--- src/rtl/ssf_pkg.sv ---
// Shared types, constants and helpers for the stream substring finder.
`default_nettype none
package ssf_pkg;

  // Default build values for the top-level parameters
  localparam int DEF_MAX_PATTERN = 8;
  localparam int DEF_POS_BITS    = 16;

  localparam int CHAR_W    = 8;
  localparam int PAT_W     = 64;
  localparam int LEN_W     = 4;
  localparam int CNT_W     = 16;
  localparam int OUT_POS_W = 16;
  localparam int CFG_IDX_W = 3;

  localparam logic [CHAR_W-1:0] LINE_FEED = 8'd10;
  localparam logic [CHAR_W-1:0] UPPER_A   = 8'd65;
  localparam logic [CHAR_W-1:0] UPPER_Z   = 8'd90;
  localparam logic [CHAR_W-1:0] CASE_OFS  = 8'd32;

  // Configuration register indexes
  typedef enum logic [CFG_IDX_W-1:0] {
    REG_PATTERN_CHARS    = 3'd0,
    REG_PATTERN_LENGTH   = 3'd1,
    REG_CASE_INSENSITIVE = 3'd2,
    REG_ALLOW_LINE_SPLIT = 3'd3,
    REG_HITS_TO_SKIP     = 3'd4,
    REG_HIT_LIMIT        = 3'd5
  } ssf_reg_t;

  // Configuration as seen by the search core
  typedef struct packed {
    logic [PAT_W-1:0] pattern_chars;
    logic [LEN_W-1:0] pattern_length;
    logic             case_insensitive;
    logic             allow_line_split;
    logic [CNT_W-1:0] hits_to_skip;
    logic [CNT_W-1:0] hit_limit;
  } ssf_cfg_t;

  // One result of the search core
  typedef struct packed {
    logic                 hit;
    logic [OUT_POS_W-1:0] hit_line;
    logic [OUT_POS_W-1:0] hit_column;
    logic                 search_done;
  } ssf_result_t;

  // Fold A-Z onto a-z when case folding is on
  function automatic logic [CHAR_W-1:0] fold_char(input logic [CHAR_W-1:0] c,
                                                  input logic ci);
    logic [CHAR_W-1:0] r;
    r = c;
    if (ci && (c >= UPPER_A) && (c <= UPPER_Z)) begin
      r = c + CASE_OFS;
    end
    return r;
  endfunction

endpackage
`default_nettype wire

--- src/rtl/ssf_cfg.sv ---
// Configuration register file of the stream substring finder.
`default_nettype none
module ssf_cfg (
  input  wire logic                          clk,
  input  wire logic                          rst,
  input  wire logic                          cfg_valid,
  output      logic                          cfg_ready,
  input  wire logic [ssf_pkg::CFG_IDX_W-1:0] cfg_index,
  input  wire logic [ssf_pkg::PAT_W-1:0]     cfg_data,
  output      ssf_pkg::ssf_cfg_t             cfg
);
  import ssf_pkg::*;

  // Writes are always taken
  assign cfg_ready = 1'b1;

  // Update the addressed register on each write transaction
  always_ff @(posedge clk) begin
    if (rst) begin
      cfg.pattern_chars    <= '0;
      cfg.pattern_length   <= LEN_W'(1);
      cfg.case_insensitive <= 1'b0;
      cfg.allow_line_split <= 1'b0;
      cfg.hits_to_skip     <= '0;
      cfg.hit_limit        <= CNT_W'(1);
    end else if (cfg_valid && cfg_ready) begin
      unique case (cfg_index)
        REG_PATTERN_CHARS:    cfg.pattern_chars    <= cfg_data;
        REG_PATTERN_LENGTH:   cfg.pattern_length   <= cfg_data[LEN_W-1:0];
        REG_CASE_INSENSITIVE: cfg.case_insensitive <= cfg_data[0];
        REG_ALLOW_LINE_SPLIT: cfg.allow_line_split <= cfg_data[0];
        REG_HITS_TO_SKIP:     cfg.hits_to_skip     <= cfg_data[CNT_W-1:0];
        REG_HIT_LIMIT:        cfg.hit_limit        <= cfg_data[CNT_W-1:0];
        default: ;
      endcase
    end
  end

endmodule
`default_nettype wire

--- src/rtl/ssf_core.sv ---
// Search state and combinational step logic of the stream substring finder.
`default_nettype none
module ssf_core #(
  parameter int MAX_PATTERN = ssf_pkg::DEF_MAX_PATTERN,
  parameter int POS_BITS    = ssf_pkg::DEF_POS_BITS
) (
  input  wire logic                       clk,
  input  wire logic                       rst,
  input  wire logic                       step,
  input  wire logic [ssf_pkg::CHAR_W-1:0] text_char,
  input  wire logic                       restart,
  input  wire ssf_pkg::ssf_cfg_t          cfg,
  output      ssf_pkg::ssf_result_t       result
);
  import ssf_pkg::*;

  localparam logic [LEN_W-1:0]    MAX_LEN = LEN_W'(MAX_PATTERN);
  localparam logic [POS_BITS-1:0] POS_MAX = '1;

  // State registers
  logic [LEN_W-1:0]    match_index, match_index_next;
  logic                cand_valid, cand_valid_next;
  logic [POS_BITS-1:0] cand_line, cand_line_next;
  logic [POS_BITS-1:0] cand_column, cand_column_next;
  logic [POS_BITS-1:0] cur_line, cur_line_next;
  logic [POS_BITS-1:0] cur_column, cur_column_next;
  logic [CNT_W-1:0]    skipped_count, skipped_count_next;
  logic [CNT_W-1:0]    reported_count, reported_count_next;
  logic                finished, finished_next;

  logic [LEN_W-1:0]           len;
  logic [CHAR_W-1:0]          pat_char;
  logic                       matched;
  logic                       line_split;
  logic                       hit;
  logic [POS_BITS+OUT_POS_W-1:0] line_ext;
  logic [POS_BITS+OUT_POS_W-1:0] column_ext;

  // Effective pattern length, capped at the pattern storage
  assign len = (cfg.pattern_length > MAX_LEN) ? MAX_LEN : cfg.pattern_length;

  assign line_split = (text_char == LINE_FEED) && cfg.allow_line_split;

  // Compute the state after this character
  always_comb begin
    match_index_next    = match_index;
    cand_valid_next     = cand_valid;
    cand_line_next      = cand_line;
    cand_column_next    = cand_column;
    cur_line_next       = cur_line;
    cur_column_next     = cur_column;
    skipped_count_next  = skipped_count;
    reported_count_next = reported_count;
    finished_next       = finished;
    pat_char            = '0;
    matched             = 1'b0;
    hit                 = 1'b0;

    // Clear the search state on a restart flag
    if (restart) begin
      match_index_next    = '0;
      cand_valid_next     = 1'b0;
      cand_line_next      = '0;
      cand_column_next    = '0;
      cur_line_next       = '0;
      cur_column_next     = '0;
      skipped_count_next  = '0;
      reported_count_next = '0;
      finished_next       = 1'b0;
    end
    if (cfg.hit_limit == '0) begin
      finished_next = 1'b1;
    end

    if (!finished_next) begin
      // Drop a match that outran a shortened pattern
      if (match_index_next >= len) begin
        match_index_next = '0;
        cand_valid_next  = 1'b0;
      end
      pat_char = cfg.pattern_chars[{match_index_next[2:0], 3'b000} +: CHAR_W];
      matched  = (len != '0) &&
                 (fold_char(text_char, cfg.case_insensitive) ==
                  fold_char(pat_char, cfg.case_insensitive));

      // Advance or restart the match
      if (matched) begin
        if (!cand_valid_next) begin
          cand_valid_next  = 1'b1;
          cand_line_next   = cur_line_next;
          cand_column_next = cur_column_next;
        end
        match_index_next = match_index_next + LEN_W'(1);
      end else if (!line_split) begin
        cand_valid_next  = 1'b0;
        match_index_next = '0;
      end

      // Count or report a completed match
      if ((len != '0) && (match_index_next == len)) begin
        if (skipped_count_next == cfg.hits_to_skip) begin
          hit                 = 1'b1;
          reported_count_next = reported_count_next + CNT_W'(1);
        end else begin
          skipped_count_next = skipped_count_next + CNT_W'(1);
        end
        if (reported_count_next == cfg.hit_limit) begin
          finished_next = 1'b1;
        end
        cand_valid_next  = 1'b0;
        match_index_next = '0;
      end

      // Track line and column, saturating
      if (!finished_next) begin
        if (text_char == LINE_FEED) begin
          cur_line_next   = (cur_line_next == POS_MAX) ? POS_MAX
                                                       : cur_line_next + POS_BITS'(1);
          cur_column_next = '0;
        end else begin
          cur_column_next = (cur_column_next == POS_MAX) ? POS_MAX
                                                         : cur_column_next + POS_BITS'(1);
        end
      end
    end
  end

  // Fit the start position onto the 16-bit result fields
  assign line_ext   = {{OUT_POS_W{1'b0}}, cand_line_next};
  assign column_ext = {{OUT_POS_W{1'b0}}, cand_column_next};

  assign result.hit         = hit;
  assign result.hit_line    = hit ? line_ext[OUT_POS_W-1:0] : '0;
  assign result.hit_column  = hit ? column_ext[OUT_POS_W-1:0] : '0;
  assign result.search_done = finished_next;

  // Commit the new state on each accepted transaction
  always_ff @(posedge clk) begin
    if (rst) begin
      match_index    <= '0;
      cand_valid     <= 1'b0;
      cand_line      <= '0;
      cand_column    <= '0;
      cur_line       <= '0;
      cur_column     <= '0;
      skipped_count  <= '0;
      reported_count <= '0;
      finished       <= 1'b0;
    end else if (step) begin
      match_index    <= match_index_next;
      cand_valid     <= cand_valid_next;
      cand_line      <= cand_line_next;
      cand_column    <= cand_column_next;
      cur_line       <= cur_line_next;
      cur_column     <= cur_column_next;
      skipped_count  <= skipped_count_next;
      reported_count <= reported_count_next;
      finished       <= finished_next;
    end
  end

endmodule
`default_nettype wire

--- src/rtl/stream_substring_finder_top.sv ---
// Top level of the stream substring finder: config port, search core, result register.
`default_nettype none
// Searches a character stream for a configured pattern of up to MAX_PATTERN
// characters, with optional ASCII case folding and optional line feeds inside
// a match. Each accepted character yields exactly one result transaction that
// carries the hit flag, the start line and column of a reported hit, and the
// done flag. One character is taken every clock cycle: the whole search step
// is one stage of logic from the state registers into the result register,
// so each result is registered as its character is taken, and input is stalled
// only while a held result is not taken. Configuration writes are taken at
// once and must be made while no result is outstanding.
module stream_substring_finder_top #(
  parameter int MAX_PATTERN = ssf_pkg::DEF_MAX_PATTERN,
  parameter int POS_BITS    = ssf_pkg::DEF_POS_BITS
) (
  input  wire logic                          clk,
  input  wire logic                          rst,
  // Configuration write channel
  input  wire logic                          cfg_valid,
  output      logic                          cfg_ready,
  input  wire logic [ssf_pkg::CFG_IDX_W-1:0] cfg_index,
  input  wire logic [ssf_pkg::PAT_W-1:0]     cfg_data,
  // Character stream in
  input  wire logic                          s_tvalid,
  output      logic                          s_tready,
  input  wire logic [7:0]                    s_tdata,   // [7:0] text_char
  input  wire logic                          s_tuser,   // [0] restart
  // Result stream out
  output      logic                          m_tvalid,
  input  wire logic                          m_tready,
  output      logic [31:0]                   m_tdata,   // [15:0] hit_line, [31:16] hit_column
  output      logic [1:0]                    m_tuser    // [0] hit, [1] search_done
);
  import ssf_pkg::*;

  ssf_cfg_t    cfg;
  ssf_result_t result;
  logic        step;

  ssf_cfg u_cfg (
    .clk       (clk),
    .rst       (rst),
    .cfg_valid (cfg_valid),
    .cfg_ready (cfg_ready),
    .cfg_index (cfg_index),
    .cfg_data  (cfg_data),
    .cfg       (cfg)
  );

  // Take a character whenever the result register is free or being drained
  assign s_tready = !m_tvalid || m_tready;
  assign step     = s_tvalid && s_tready;

  ssf_core #(
    .MAX_PATTERN (MAX_PATTERN),
    .POS_BITS    (POS_BITS)
  ) u_core (
    .clk       (clk),
    .rst       (rst),
    .step      (step),
    .text_char (s_tdata),
    .restart   (s_tuser),
    .cfg       (cfg),
    .result    (result)
  );

  // Hold the result until the downstream side takes it
  always_ff @(posedge clk) begin
    if (rst) begin
      m_tvalid <= 1'b0;
    end else if (step) begin
      m_tvalid <= 1'b1;
    end else if (m_tready) begin
      m_tvalid <= 1'b0;
    end
  end

  always_ff @(posedge clk) begin
    if (step) begin
      m_tdata <= {result.hit_column, result.hit_line};
      m_tuser <= {result.search_done, result.hit};
    end
  end

endmodule
`default_nettype wire

--- config.mk ---
export PLATFORM = sky130hd
export DESIGN_NAME = stream_substring_finder_top
export DESIGN_NICKNAME = d
export VERILOG_FILES = /design/src/rtl/ssf_pkg.sv /design/src/rtl/ssf_cfg.sv /design/src/rtl/ssf_core.sv /design/src/rtl/stream_substring_finder_top.sv
export SDC_FILE = /design/constraint.sdc
export NUM_CORES = 1
export LEC_CHECK = 0
export BUFFER_PORTS_ARGS = -buffer_cell sky130_fd_sc_hd__buf_2
export CORE_MARGIN = 4
export CORE_UTILIZATION = 38
export DETAILED_ROUTE_END_ITERATION = 8
export GPL_TIMING_DRIVEN = 0
export SYNTH_ARGS = -nofsm -noshare
export SYNTH_HDL_FRONTEND = slang
export SYNTH_SLANG_ARGS = --single-unit
--- constraint.sdc ---
create_clock -name clk -period 14.2 [get_ports clk]
set_input_delay 2.13 -clock clk [delete_from_list [all_inputs] [get_ports clk]]
set_output_delay 2.13 -clock clk [all_outputs]
set_load 0.01 [all_outputs]
* Word level (Yosys, flattened, before mapping)
Cells that the tools add are included.
Widths: inputs -> output; s select.
** Storage, ports and cells
- Register bits :: 239
- Bits of input ports :: 81
- Output and inout bits :: 37
- Logic and storage cells :: 123
** Operators by class
- Add/sub/neg operators :: 7
- Magnitude comparators :: 6
- Equal/unequal tests :: 12
- Shift-type cells :: 1
- Muxes and demuxes :: 59
- Reductions and logical operators :: 20
** Operator list (count)
- $mux 16 :: 28
- $add 16x1->16 const B :: 4
- $shiftx 64x7->8 :: 1
- $mux 4 :: 9
- $eq 16x16->1 :: 2
- $eq 16x16->1 const B :: 2
- $mux 8 :: 4
- $mux 1 :: 18
- $add 8x6->8 const B :: 2
- $ge 8x7->1 const B :: 2
- $le 8x7->1 const B :: 2
- $logic_not 16->1 :: 1
- $reduce_and 2->1 :: 6
- $eq 8x4->1 const B :: 1
- $eq 8x8->1 :: 1
- $logic_and 1x1->1 :: 8
- $eq 3x2->1 const B :: 2
- $eq 3x3->1 const B :: 2
- $add 4x1->4 const B :: 1
- $eq 4x4->1 :: 1
- $ge 4x4->1 :: 1
- $gt 4x4->1 const B :: 1
- $reduce_bool 4->1 :: 1
- $eq 3x1->1 const B :: 1
- 4 further kinds :: 4

* Logic depth before layout (Yosys ltp)
Gate-level depths: netlist of run 1.
- Depth in word-level cells :: 25
- Mapped depth :: 22
- Gate-level depth less buffers :: 19

* By module
Synthesis of run 1 repeated with hierarchy kept, for this count alone.
** Unflattened totals
- Cells, all modules :: 1527
- Area total of the unflattened synthesis :: 13675.6 um^2
** Modules (own cells, without submodules)
- ssf_core :: times used 1, cells an instance 1079, area an instance 8166.6 um^2, sequential area each 2042.0 um^2
- ssf_cfg :: times used 1, cells an instance 409, area an instance 4433.0 um^2, sequential area each 2042.0 um^2
- stream_substring_finder_top :: times used 1, cells an instance 39, area an instance 1076.0 um^2, sequential area each 1041.0 um^2

* Least setup slack after synthesis of run 1
No wires, ideal clock.
- Path type :: input to register
- From :: in s_tuser
- To :: reg u_core.skipped_count[9]
- Setup time :: 0.074 ns
- Arrival time :: 6.712 ns
- Data required time :: 14.126 ns
- Slack :: 7.414 ns
- Stages on the path :: 19
- Path buffers :: 3
- Path through :: buf_6 > clkbuf_1 > nor2b_1 > ha_1 > a21oi_1 > o211ai_1 > a221o_1 > a22o_1 > ha_1 > or2_2 > a2111o_1 > a21oi_2 > nand2_1 > a221oi_4 > o211ai_4 > or3_1 > buf_2 > or4_1 > a31oi_1
** On the way
- Cells in the longest elaborated chain, start to end :: 18
- Elaborated cells on any way between the ends :: 28
- Classes of those cells :: 3 x add/sub; 3 x order compare; 3 x eq/ne; 1 x shift; 14 x mux; 4 x reduce/logical
** Ends and longest elaborated chain
- from (decl) :: line stream_substring_finder_top.sv:27 : input wire logic s_tuser,
- $mux 4 :: line ssf_core.sv:60 : if (restart) begin
- $ge 4x4->1 :: line ssf_core.sv:77 : if (match_index_next >= len) begin
- $mux 4 :: line ssf_core.sv:77
- $mux 4 :: line ssf_core.sv:75 : if (!finished_next) begin
- $shiftx 64x7->8 :: line ssf_core.sv:81 : pat_char = cfg.pattern_chars[{match_index_next[2:0], 3'b000} +: CHAR_W];
- $ge 8x7->1 :: line ssf_pkg.sv:54 : if (ci && (c >= UPPER_A) && (c <= UPPER_Z)) begin
- $logic_and 1x1->1 (2 in a row) :: line ssf_pkg.sv:54
- $mux 8 :: line ssf_pkg.sv:54
- $mux 8 :: line ssf_core.sv:75
- $eq 8x8->1 :: line ssf_core.sv:83 : (fold_char(text_char, cfg.case_insensitive) ==
- $logic_and 1x1->1 :: line ssf_core.sv:82 : matched = (len != '0) &&
- $mux 4 :: line ssf_core.sv:87 : if (matched) begin
- $mux 4 :: line ssf_core.sv:75
- $eq 4x4->1 :: line ssf_core.sv:100 : if ((len != '0) && (match_index_next == len)) begin
- $logic_and 1x1->1 :: line ssf_core.sv:100
- $mux 16 :: line ssf_core.sv:100
- $mux 16 (*) :: line ssf_core.sv:75
- to (signal assigned) :: line ssf_core.sv:156 : skipped_count <= skipped_count_next;
- to (decl) :: line ssf_core.sv:27 : logic [CNT_W-1:0] skipped_count, skipped_count_next;
Mark *: on every way between the ends. The rest lies on a longest branch, timed or not. The select of a mux whose other input is x is not followed.
A chain may end at the register's enable or synchronous reset.

* Worst setup path in the final report of run 1
- From :: in s_tuser
- To :: reg u_core.cand_line[5]
** On the way
- Cells in the longest elaborated chain, start to end :: 14
- Elaborated cells on any way between the ends :: 24
- Classes of those cells :: 1 x add/sub; 3 x order compare; 1 x eq/ne; 1 x shift; 15 x mux; 3 x reduce/logical
** Ends and longest elaborated chain
- $mux 4 :: line ssf_core.sv:60
- $ge 4x4->1 :: line ssf_core.sv:77
- $mux 4 :: line ssf_core.sv:77
- $mux 4 :: line ssf_core.sv:75
- $shiftx 64x7->8 :: line ssf_core.sv:81
- $ge 8x7->1 :: line ssf_pkg.sv:54
- $logic_and 1x1->1 (2 in a row) :: line ssf_pkg.sv:54
- $mux 8 :: line ssf_pkg.sv:54
- $mux 8 :: line ssf_core.sv:75
- $eq 8x8->1 :: line ssf_core.sv:83
- $logic_and 1x1->1 :: line ssf_core.sv:82
- $mux 16 :: line ssf_core.sv:87
- $mux 16 (*) :: line ssf_core.sv:75
- to (signal assigned) :: line ssf_core.sv:152 : cand_line <= cand_line_next;
- to (decl) :: line ssf_core.sv:23 : logic [POS_BITS-1:0] cand_line, cand_line_next;
Marked as above.

==> results by group, run 1 <==
Outcome
  – Outcome: completed

Placement
  – Detailed placement HPWL: 31,100 µm
  – Worst slack at placement: between 5 and 6 ns
  – Routability cong.: 0.889
  – I/O Buffers: 114

Floorplan
  – Initial Utilization: roughly 39%
  – Die H: roughly 190 µm
  – Core area: ~0.033 mm²
  – IO Count: 118
  – Die extent in x: approximately 190 µm
  – Die ar.: approximately 0.036 mm²
  – Cell Rows: between 60 and 70

Yosys
  – Synth Warn #: 0
  – Share of the synthesized area in the top cell type: roughly a third
  – Most frequent cells after synthesis: nand2_1, dfxtp_1, a21oi_1, nor2_1, clkbuf_1
  – Register area share after synthesis: 40.8%
  – Yosys cell types: 99
  – Largest cells by area after synthesis: dfxtp_1, nand2_1, edfxtp_1
  – Avg Cell Area, Syn: 7.98 µm²
  – Post-synth ARST share: 0%
  – Gate count after technology mapping: ~1,600
  – Prevailing post-synth register cell: dfxtp_1
  – Synth Cell Area: between 0.01 and 0.015 mm²
  – Syn_nets: approximately 1,700
  – Yosys reg bits: between 200 and 250
  – Dominant cell type by area after synthesis: dfxtp_1
  – Post-synth EDFFs: 34
  – Top-count cell post-synth: nand2_1

Clocking
  – Worst-path clk slew: ~0.06 ns
  – TritonCTS Sinks: approximately 240
  – Clock Tree Buf Depth: 3
  – CTS tree: yes
  – Hold-fix buffers, CTS: 0
  – Max H-tree Level: 1
  – Clock Latency Late Sink: approximately 0.54 ns
  – CTS buffer count: 27
  – PostCTS Resize Cnt: 0
  – Root Driver: clkbuf_16
  – Post-CTS setup buffers: 0

STA
  – Clock skew: about 0.019 ns
  – Actual slew at the worst max-slew pin: just over 1 ns
  – Tmin final: 7.95 ns
  – Max-slew violation count: 0
  – Final Setup Violations: 0
  – Worst setup margin: around 6.3 ns
  – Final Hold Violating Endpoints: 0
  – Setup tns final: 0 ns
  – Period utilisation layout: a little under three fifths
  – RSZ-0062 raised after global routing: false
  – Fmax: approximately 130 MHz
  – Headroom to the max-slew limit: a little under a third

Worst setup path
  – Reg2Reg Launch Point: u_core.match_index[0]$_SDFFE_PP0P_
  – Crit Path Max Fanout: 10
  – CP required: 14.67 ns
  – Critical-path top delay cell: a31oi_1
  – Crit-path cells: buf_2 > buf_6 > clkbuf_1 > nor2b_1 > ha_1 > a21oi_1 > o211ai_1 > a221o_1 > a22o_1 > ha_1 > or2_2 > a2111o_1 > a21o_1 > nor2_1 > nand2_1 > a31oi_1 > and2_1 > clkbuf_1 > a32oi_1 > nor2_1
  – CP top delay family: compound AO/OA/AOI/OAI gates
  – Crit path arrival time: 8.42 ns
  – Startpoint type of the worst setup path: input pin
  – Crit path largest cell delay: slightly below 0.8 ns
  – Kind of critical path: input pin to flip-flop
  – Crit end category: flip-flop
  – Critical Path Start: s_tuser
  – CP Buf/Inv Count: 4

Detailed routing
  – Total wire length: ~41,000 µm
  – DRT Pass-1 Iters: 6
  – Drt initial violations: between 1,000 and 1,500
  – Vias: 12,500
  – Final antenna-violating net count: 0
  – # DRC: 0
  – Average wire per cell in the routed design: between 15 and 20 µm
  – Via-to-Cell Ratio: 5.73

Global routing
  – Pin count of the biggest net entering global routing: 35
  – First-pass GRT wire length: 64,900 µm
  – Total congestion overflow: 0
  – Vias in the first global route: 11,800
  – Gr usage total: approximately 22%
  – Antenna violations before repair: 0

Pwr
  – Maximum VDD drop: 82.7 µV
  – Power per cell area: 107 mW/mm²
  – Leakage power: 4.88 nW

Hold path
  – Worst min path class: flip-flop to flip-flop
  – Hold Crit Start: u_cfg.cfg[99]$_SDFFE_PP0P_

Run
  – MaxCap Viol Count: 0

Final layout
  – Diodes inserted: 0
  – Nets: 1,812
  – Layout cells sized above 1: 12.2%
  – Layout overhead on the synthesized area: 16.3%
-- area by class of cell --
class	instances	area, µm²
tap	442	553
multi-input combinational	1199	6900
timing repair buffer	115	591
clock buffer	37	743
fill	3269	18000
clock inverter	11	159
sequential	239	5120
inverter	29	111
buffer	109	450
-- worst paths after layout --
| kind | endpoint | slack [ns] | cells past startpoint |
|---|---|---|---|
| worst min-delay path | u_cfg.cfg[99]$_SDFFE_PP0P_ | 0.45 | 2 |
| worst max-delay path | u_core.cand_line[5]$_SDFFE_PP0P_ | 6.25 | 20 |
| worst max register to register | u_core.cand_line[5]$_SDFFE_PP0P_ | 8.10 | 20 |
| worst min register to register | u_cfg.cfg[99]$_SDFFE_PP0P_ | 0.45 | 2 |
-- cells by family (layout without fill, tap and decap cells) --
| family | count (synthesis) | after routing | synth area share (%) |
|---|---|---|---|
| AOI/OAI and AO/OA | 446 | 446 | 23.4 |
| DFF | 239 | 239 | 40.8 |
| buffers and inverters | 138 | 301 | 4.46 |
| other | 1 | 1 | 0.0298 |
| and+or+nand+nor | 673 | 673 | 25.1 |
| adders and majority gates | 11 | 11 | 1.09 |
| xor gates and xnor gates | 46 | 46 | 3.20 |
| muxes | 22 | 22 | 1.99 |
-- cells in the final DEF, fill, tap and decap left out, types with 27 or more instances in the layout --
| master | count |
|---|---|
| nand2_1 | 303 |
| dfxtp_1 | 205 |
| a21oi_1 | 156 |
| nor2_1 | 140 |
| buf_2 | 124 |
| clkbuf_1 | 95 |
| a22oi_1 | 71 |
| o21ai_0 | 52 |
| nand3_1 | 52 |
| edfxtp_1 | 34 |
| xnor2_1 | 31 |
| nor2b_1 | 30 |
| clkbuf_16 | 27 |
-- power breakdown --
part	switching, W	internal, W
logic	0.0000981	0.0000389
clock network	0.000282	0.000437
registers	0.00000740	0.000697
total	0.000387	0.00117
-- sequential cells by signal, summed over array words and instances (netlist names), 2 cells and up --
name and cells:
u_core.cand_line 16, u_core.reported_count 16, m_tdata 32, u_core.skipped_count 16, u_core.cand_column 16, u_core.match_index 4, u_core.cur_line 16, u_cfg.cfg 102
u_core.cur_column 16, m_tuser 2
-- layer usage --
layer  track usage [%]  share of wire (%)  up-vias  wire (µm)
li1                  -                  -     5996          -
met1              31.0                 45     5978      18800
met2              36.2                 46      456      18900
met3              2.81                6.5       69       2710
met4              5.82                2.4        0       1010
met5                 0                  0        -          0
-- worst min-delay path: stages, from the launching register on --
cell and delay, ns:
dfxtp_1 0.30, nand2_1 0.05, a21oi_1 0.05
-- per-stage QoR --
step                hold slack [ns]  std cells  power (W)  utilization [%]  cell area (µm²)
finish                        0.453       2181    0.00156             44.8            14600
global route                  0.466       2181    0.00161             44.8            14600
CTS                           0.455       2181    0.00157             44.8            14600
detailed placement            0.441       2133   0.000855             42.1            13700
global placement              0.429       2132   0.000853             42.0            13700
floorplan                     0.417       1576   0.000794                -            12600
Power figures use the tool's default switching activity.
==> run 2, diff against run 1 <==
==> constraint.sdc (replaced) <==
create_clock -name clk -period 6.9 [get_ports clk]
set_input_delay 1.035 -clock clk [delete_from_list [all_inputs] [get_ports clk]]
set_output_delay 1.035 -clock clk [all_outputs]
set_load 0.01 [all_outputs]
==> results by group, run 2 (synthesis results as in run 1) <==
Outcome
  – Outcome: completed (unchanged)

Detailed routing
  – DRT Pass-1 Iters: 6 (unchanged)
  – Average wire per cell in the routed design: 19.0 µm (about the same)
  – Vias: 12,500 (about the same)
  – Total wire length: 41,500 µm (about the same)
  – Drt initial violations: 1,032 (was 1,116)
  – Final antenna-violating net count: 0 (unchanged)
  – # DRC: 0 (unchanged)
  – Via-to-Cell Ratio: 5.74 (was 5.73)

Floorplan
  – IO Count: 118 (unchanged)
  – Cell Rows: 66 (unchanged)
  – Die H: 190 µm (unchanged)
  – Die ar.: 0.0361 mm² (unchanged)
  – Die extent in x: 190 µm (unchanged)
  – Core area: 0.0326 mm² (unchanged)
  – Initial Utilization: 38.6% (unchanged)

Pwr
  – Power per cell area: 219 mW/mm² (was 107 mW/mm²)
  – Comb pwr share: 8.8% (about the same)
  – Cell-internal power: 0.00241 W (was 0.00117 W)
  – Clock network power share: 46.0% (was 46.1%)
  – Leakage power: 4.89 nW (was 4.88 nW)
  – Seq pwr share: 45.2% (about the same)
  – Switch share: 24.7% (was 24.8%)
  – Maximum VDD drop: 170 µV (was 82.7 µV)
  – NetSw: 0.000794 W (was 0.000387 W)

Placement
  – Detailed placement HPWL: 31,100 µm (unchanged)
  – Cells after DPL: 2,133 (unchanged)
  – Routability cong.: 0.889 (unchanged)
  – I/O Buffers: 114 (unchanged)

Run
  – MaxCap Viol Count: 0 (unchanged)

Clocking
  – Hold-fix buffers, CTS: 0 (unchanged)
  – PostCTS Resize Cnt: 0 (unchanged)
  – CTS tree: yes (unchanged)
  – CTS buffer count: 27 (unchanged)
  – TritonCTS Sinks: 239 (unchanged)
  – Max H-tree Level: 1 (unchanged)
  – Root Driver: clkbuf_16 (unchanged)
  – Clock Latency Late Sink: 0.54 ns (about the same)
  – Post-CTS setup buffers: 0 (unchanged)
  – Clock Tree Buf Depth: 3 (unchanged)
  – Worst-path clk slew: 0.06 ns (about the same)

Final layout
  – Nets: 1,812 (unchanged)
  – Layout overhead on the synthesized area: 16.5% (was 16.3%)
  – Reg with most FFs: u_cfg.cfg (unchanged)
  – Commonest non-fill, non-tap cell in the layout: nand2_1 (unchanged)
  – Max reg flops: 102 (unchanged)
  – Final core occ: 44.9% (was 44.8%)
  – Diodes inserted: 0 (unchanged)
  – Non-Filler Instances: 2,181 (unchanged)
  – Layout cells sized above 1: 12.5% (was 12.2%)
  – Top Registers: u_cfg.cfg x102, m_tdata x32 (unchanged)
  – Highest-count cells in the layout ignoring fill and taps: nand2_1, dfxtp_1, a21oi_1 (unchanged)

Global routing
  – Total congestion overflow: 0 (unchanged)
  – Gr usage total: 22.1% (unchanged)
  – First-pass GRT wire length: 64,900 µm (unchanged)
  – Antenna violations before repair: 0 (unchanged)
  – Pin count of the biggest net entering global routing: 35 (unchanged)
  – Vias in the first global route: 11,800 (unchanged)

Worst setup path
  – Crit Path Max Fanout: 10 (unchanged)
  – CP Buf/Inv Count: 6 (was 4)
  – CP required: 7.31 ns (was 14.67 ns)
  – Critical-path top delay cell: o22ai_1 (was a31oi_1)
  – Crit path largest cell delay: 0.46 ns (was 0.77 ns)
  – Crit path arrival time: 6.88 ns (was 8.42 ns)
  – Crit-path cells: buf_2 > buf_6 > clkbuf_2 > nor2b_1 > ha_1 > a21oi_1 > o211ai_1 > a221o_1 > o22ai_1 > o211ai_1 > o311ai_1 > o31a_1 > xor2_1 > nand3_1 > and3_1 > o211ai_4 > o21a_1 > buf_2 > inv_4 > buf_4 > o41ai_1 > a22oi_1 (was buf_2 > buf_6 > clkbuf_1 > nor2b_1 > ha_1 > a21oi_1 > o211ai_1 > a221o_1 > a22o_1 > ha_1 > or2_2 > a2111o_1 > a21o_1 > nor2_1 > nand2_1 > a31oi_1 > and2_1 > clkbuf_1 > a32oi_1 > nor2_1)
  – Crit end category: flip-flop (unchanged)
  – Kind of critical path: input pin to flip-flop (unchanged)
  – Startpoint type of the worst setup path: input pin (unchanged)
  – CP top delay family: compound AO/OA/AOI/OAI gates (unchanged)

STA
  – Max-slew violation count: 0 (unchanged)
  – Headroom to the max-slew limit: 30.5% (was 30.7%)
  – Period utilisation layout: 93.8%
  – Clock skew: 0.0183 ns (was 0.0191 ns)
  – Actual slew at the worst max-slew pin: 1.03 ns (about the same)
  – RSZ-0062 raised after global routing: false (unchanged)
  – Final Setup Violations: 0 (unchanged)
  – Tmin final: around 6.5 ns
  – Fmax: around 150 MHz
  – Final Hold Violating Endpoints: 0 (unchanged)

Hold path
  – Worst min path class: flip-flop to flip-flop (unchanged)
[run 2: final timing paths]
| check | to | from | slack (ns) | cells past startpoint |
|---|---|---|---|---|
| worst min register to register | u_cfg.cfg[99]$_SDFFE_PP0P_ | u_cfg.cfg[99]$_SDFFE_PP0P_ | 0.45 | 2 |
| worst min-delay path | u_cfg.cfg[99]$_SDFFE_PP0P_ | u_cfg.cfg[99]$_SDFFE_PP0P_ | 0.45 | 2 |
| worst max-delay path | u_core.cur_column[8]$_SDFFE_PP0P_ | s_tuser | 0.43 | 22 |
| worst max register to register | u_core.cand_line[5]$_SDFFE_PP0P_ | u_core.match_index[0]$_SDFFE_PP0P_ | 0.97 | 20 |
[run 2: power groups by stage]
stage / Combinational, W / Clock [W] / Sequential [W]
after floorplan: 0.000152 / 0 / 0.00148
after global placement: 0.000275 / 0 / 0.00148
after detailed placement: 0.000278 / 0 / 0.00148
after CTS: 0.000279 / 0.00150 / 0.00145
after global routing: 0.000306 / 0.00156 / 0.00145
final: 0.000283 / 0.00148 / 0.00145
[run 2: cell type report]
type | instances | area (µm²)
fill | 3267 | 18000
multi-input combinational | 1199 | 6910
sequential | 239 | 5120
clock buffer | 37 | 743
timing repair buffer | 115 | 591
tap | 442 | 553
buffer | 109 | 454
clock inverter | 11 | 159
inverter | 29 | 111
[run 2: metrics by stage]
| stage | setup WS, ns | power, W | TNS, ns | hold slack (ns) | instance area (µm²) |
|---|---|---|---|---|---|
| after floorplan | 1.21 | 0.00163 | 0 | 0.417 | 12600 |
| after global placement | -0.352 | 0.00176 | -11.43 | 0.429 | 13700 |
| after detailed placement | -0.387 | 0.00176 | -15.80 | 0.441 | 13700 |
| after CTS | 0.127 | 0.00323 | 0 | 0.455 | 14600 |
| after global routing | 0.0401 | 0.00331 | 0 | 0.466 | 14600 |
| final | 0.429 | 0.00321 | 0 | 0.453 | 14600 |
[run 2: metal layers]
layer | vias up | track usage (%) | part of all wire [%]
li1 | 5992 | - | -
met1 | 5933 | 31.0 | 44
met2 | 525 | 36.2 | 46
met3 | 79 | 2.81 | 7.5
met4 | 0 | 5.82 | 2.5
met5 | - | 0 | 0
[run 2: tightest hold or removal path: stages, from the launching register on]
cell and delay (ns):
dfxtp_1 0.30, nand2_1 0.05, a21oi_1 0.05
